$ cat src/cbt_div.sv
`default_nettype none

// Restoring divider, one quotient bit per cycle.
module cbt_div #(
    parameter int DIVIDEND_W = 40,
    parameter int DIVISOR_W  = 9
) (
    input  wire logic                  aclk,
    input  wire logic                  aresetn,
    input  wire logic                  start,
    input  wire logic [DIVIDEND_W-1:0] dividend,
    input  wire logic [DIVISOR_W-1:0]  divisor,
    output logic                       busy,
    output logic [DIVIDEND_W-1:0]      quotient
);

    localparam int CountW = $clog2(DIVIDEND_W + 1);

    logic [DIVIDEND_W-1:0] quo_reg, quo_next;
    logic [DIVISOR_W-1:0]  rem_reg, rem_next;
    logic [DIVISOR_W-1:0]  den_reg;
    logic [CountW-1:0]     cnt_reg;
    logic                  busy_reg;

    logic [DIVISOR_W:0] shifted;
    logic [DIVISOR_W:0] diff;
    logic               fits;

    always_comb begin
        shifted  = {rem_reg, quo_reg[DIVIDEND_W-1]};
        diff     = shifted - {1'b0, den_reg};
        fits     = shifted >= {1'b0, den_reg};
        rem_next = fits ? diff[DIVISOR_W-1:0] : shifted[DIVISOR_W-1:0];
        quo_next = {quo_reg[DIVIDEND_W-2:0], fits};
    end

    always_ff @(posedge aclk) begin
        if (!aresetn) begin
            busy_reg <= 1'b0;
            cnt_reg  <= '0;
        end else if (start) begin
            busy_reg <= 1'b1;
            cnt_reg  <= CountW'(DIVIDEND_W);
        end else if (busy_reg) begin
            cnt_reg  <= cnt_reg - 1'b1;
            busy_reg <= (cnt_reg != CountW'(1));
        end
    end

    always_ff @(posedge aclk) begin
        if (start) begin
            quo_reg <= dividend;
            rem_reg <= '0;
            den_reg <= divisor;
        end else if (busy_reg) begin
            quo_reg <= quo_next;
            rem_reg <= rem_next;
        end
    end

    assign busy     = busy_reg;
    assign quotient = quo_reg;

endmodule

`default_nettype wire

$ cat config.mk
export PLATFORM = sky130hd
export DESIGN_NAME = cbt_div
export DESIGN_NICKNAME = d
export VERILOG_FILES = /design/src/cbt_div.sv
export SDC_FILE = /design/constraint.sdc
export NUM_CORES = 1
export LEC_CHECK = 0
export ABC_AREA = 1
export BUFFER_PORTS_ARGS = -buffer_cell sky130_fd_sc_hd__buf_2
export CAP_MARGIN = 30
export CORE_AREA = 2 2 81 83
export DETAILED_ROUTE_END_ITERATION = 8
export DIE_AREA = 0 0 83 85
export PLACE_DENSITY = 0.81
export SYNTH_ARGS = -nofsm -noshare
export SYNTH_HDL_FRONTEND = slang
export SYNTH_SLANG_ARGS = --single-unit
$ cat constraint.sdc
create_clock -name aclk -period 4 [get_ports aclk]
set_input_delay 0.8 -clock aclk [delete_from_list [all_inputs] [get_ports aclk]]
set_output_delay 0.8 -clock aclk [all_outputs]
set_load 0.02 [all_outputs]
# Word level (Yosys, flattened, before mapping)
# Index checks and enable logic that the tools add are counted.
# classes
n_eq_ne	1
order_cmp	1
bitwise_logic	1
muxes	7
add_sub_neg	2
n_reduce_logical	2
# ops
cell	n
$mux W40	2
$mux W6	2
$ge A10 B9 Y1	1
$mux W9	1
$sub A9 B9 Y9	1
$ne A6 B1 Y1 const B	1
$sub A6 B1 Y6 const B	1
$mux W1	2
$reduce_bool A2 Y1	1
$reduce_or A2 Y1	1
$not A1 Y1	1
# totals
wordCells	20
inputBits	52
regBits	65

# Longest topological paths before layout
# logic_depth
word_depth	3
ltp_mapped	13

# Worst setup path before layout
# OpenSTA, ideal clock, no wires.
# synth_timing
path_type	input port to flip-flop
startpoint	input start
endpoint	register quo_reg[0], in the netlist quotient[0], enable pin
slack_ns	1.744
t_required_ns	3.605
arrival_ns	1.860
n_path_buf	1
stages	3
cell_sequence	buf_2 nor2_2 inv_1
# synth_between
elab_chain_len	1
# synth_lines
element	line_no	source
from (decl)	10	input wire logic start,
$reduce_bool A2 Y1 (no line)	-	
to (signal assigned)	52	quo_reg <= dividend;
to (signal assigned)	56	quo_reg <= quo_next;
to (decl)	19	logic [DIVIDEND_W-1:0] quo_reg, quo_next;
# No other way between the ends.
# A chain may end at the register's enable or synchronous reset.

# Worst setup path in the final report
# layout_timing
startpoint	register quo_reg[39], in the netlist quotient[39]
endpoint	register rem_reg[3]
# layout_between
elab_chain_len	2
word_cells_on_any_way	3
# layout_lines
element	line_no	source
$sub A9 B9 Y9 / $ge A10 B9 Y1 (equally long branches)	31, 32	
$mux W9 *	33	rem_next = fits ? diff[DIVISOR_W-1:0] : shifted[DIVISOR_W-1:0];
to (signal assigned)	57	rem_reg <= rem_next;
to (decl)	20	logic [DIVISOR_W-1:0] rem_reg, rem_next;
# Every way passes the cells marked *; elsewhere a longest branch is shown, timed or not.

==> results.json <==
{
  "synth_edf_count": 49,
  "fin_crit_ps": 2180,
  "cts_root_buf": "clkbuf_8",
  "worstSetupEndpoint": "rem_reg[3]",
  "die_height_um": 85,
  "setup_tns_ps": 0,
  "largest_register_ffs": 40,
  "synth-main-ff-cell": "edfxtp_1",
  "yosysWarnings": 0,
  "grt.overflow.total": 0,
  "setup_viol": 0,
  "syn_area_um2": 3330,
  "cts_num_sinks": 65,
  "cp.required_ps": 4280,
  "start_util_pct": 53.6,
  "routedWlPerCell_um": 13.1,
  "max-vdd-ir-drop_mv": 0.268,
  "reg2reg_from": "quotient[39]",
  "grt_pass1_vias": 2732,
  "postLayoutCoreUtil_pct": 64.5,
  "final-hold-violation-count": 0,
  "yosys-top-cells-count": "nand2_1 (181), edfxtp_1 (49), inv_1 (39), nand3_1 (18)",
  "cts-resized-gates": 0,
  "cts_buffer_depth": 2,
  "cts_made_buffers": 9,
  "yosysTopAreaCell": "edfxtp_1",
  "cts_hold_buf": 0,
  "cts_tree": "yes",
  "finalNonFillerCells": 561,
  "drc": 0,
  "cap_violations": 0,
  "finClkSkew_ps": 8.03,
  "rows": 29,
  "clkTransAtPathRegs_ps": 70,
  "area_growth_pct": 20.4,
  "nets": 543,
  "io_buffers": 92,
  "cp_max_fo": 11,
  "vias": 2807,
  "synth_top_area_share_pct": 44.2,
  "slowest_delay_ps": 430,
  "ys_ff_latch": 65,
  "cpMostUsedCell": "nand2_2",
  "powerDensity_nw_per_um2": 410,
  "dp_cells": 545,
  "slowest_stage": "fa_1",
  "drv_slew": 0,
  "core-area_um2": 6200,
  "worstReg2RegEnd": "rem_reg[3]",
  "drive_gt1_share_pct": 27.1,
  "dieArea_um2": 7060,
  "syn_inst": 387,
  "antenna_left": 0,
  "drt_iter0_markers": 190,
  "ys_types": 31,
  "synthArstFlopShare_pct": 0,
  "grt_max_degree": 45,
  "place.gp.congestion": 0.909,
  "r2r_cells": 11,
  "status": "finished, final reports clean",
  "power_leakage_nw": 2.12,
  "power_w": 0.00164,
  "slew_headroom_pct": 53.4,
  "end_kind": "flop",
  "io_pins": 93,
  "worst-setup-path-type": "reg2reg",
  "grt_pass1_wl_um": 12300,
  "startpoint": "quotient[39]",
  "grt_util_all_layers_pct": 21.9,
  "rsz0062_at_grt": "no",
  "min_path_type": "reg2reg",
  "crit_path_start_kind": "flop",
  "ys_seq_area_share_pct": 53.9,
  "crit_chain": "inv_1 -> ha_1 -> inv_1 -> fa_1 -> nand4_2 -> nand2_2 -> nand2_2 -> nand2_2 -> nand2_1 -> nand3_1 -> nand2_1",
  "antenna_found_initial": 0,
  "postCtsSetupRepairBufs": 0,
  "synthTopCellsByArea": "edfxtp_1 (44%), nand2_1 (20%), dfxtp_1 (9.6%)",
  "worstPathArrival_ps": 2460,
  "clk_latency_ps": 340,
  "period_share_pct": 54.5,
  "r2r_setup_slack_ps": 1820,
  "fmax_ghz": 0.459,
  "tightest_slew_ps": 698,
  "hpwl_um": 5330,
  "synth_area_per_cell_um2": 8.59,
  "synth_nets": 451,
  "viasPerCell": 5.00,
  "routed_wirelength_um": 7360,
  "insertedDiodeCount": 0,
  "die_x_um": 83,
  "htreeDepth": 3,
  "synth.most_common_cell": "nand2_1",
  "drtPass1Iterations": 5
}
## critical path, delay by kind of cell, from the launching register on
kind	cells	cell delay (ps)
DFF	1	400
buffers and inverters	2	180
and+or+nand+nor	7	960
adders and majority gates	2	580
## final cells by class
class / count / area (µm²)
flip-flops and latches: 65 / 1790
multi-input cells: 267 / 1300
well taps: 77 / 96.3
clock buffers: 9 / 124
clock inverters: 7 / 61.3
fillers: 529 / 2200
repair buffers: 94 / 475
inverters: 42 / 158
## how the worst min path moves through the flow
stage | endpoint | cells after the start | slack, ps | startpoint
2_1_floorplan | rem_reg[1] | 2 | 450 | rem_reg[1]
3_3_place_gp | cnt_reg[5] | 2 | 460 | cnt_reg[5]
3_5_place_dp | cnt_reg[5] | 2 | 470 | cnt_reg[5]
4_1_cts | cnt_reg[5] | 2 | 480 | cnt_reg[5]
5_1_grt | cnt_reg[5] | 2 | 510 | cnt_reg[5]
6_report | cnt_reg[5] | 2 | 480 | cnt_reg[5]
## where the power goes
group          switching (W)  total (W)  leakage, nW  internal, W
combinational       0.000186   0.000286         1.40     0.000101
clock               0.000245   0.000525       0.0877     0.000280
sequential         0.0000346   0.000831        0.629     0.000796
## cell usage in the layout (no fill, tap or decap), types with 2 or more instances in the layout
cell type   netlist  final
nand2_1         181    181
buf_2             2     92
edfxtp_1         49     49
inv_1            39     39
nand3_1          18     18
nor2_1           16     16
dfxtp_1          16     16
ha_1             11     11
nand3_2           9      9
clkbuf_8          0      9
nand2_2           6      6
a21oi_1           5      5
clkinv_1          1      4
nor2_2            3      3
xnor2_1           3      3
inv_2             2      2
nor3_1            2      2
a31oi_1           2      2
nand4_1           2      2
clkinvlp_4        0      2
buf_4             1      2
## layer usage
metal | share of wire, % | vias to the layer above | track usage [%] | wire (µm)
met2 | 48 | 119 | 37.2 | 3550
met3 | 7.9 | 17 | 6.32 | 585
li1 | - | 1408 | - | -
met4 | 1.8 | 0 | 5.96 | 131
met5 | 0 | - | 0 | 0
met1 | 42 | 1263 | 27.6 | 3100
## logic make-up after synthesis
logic type | synth area share [%]
compound gates | 2.14
xor+xnor | 1.05
fa+ha+maj | 4.74
buf+inv | 7.11
flops | 53.9
simple gates | 31.1
## per-stage QoR
step / hold slack [ps] / area, µm² / setup WS [ps]
after detailed placement: 468 / 3820 / 1760
after global routing: 513 / 4000 / 1630
after floorplan: 448 / 3330 / 1740
after global placement: 461 / 3820 / 1770
final: 480 / 4000 / 1820
after CTS: 478 / 4000 / 1840
(Power assumes the default switching activity.)
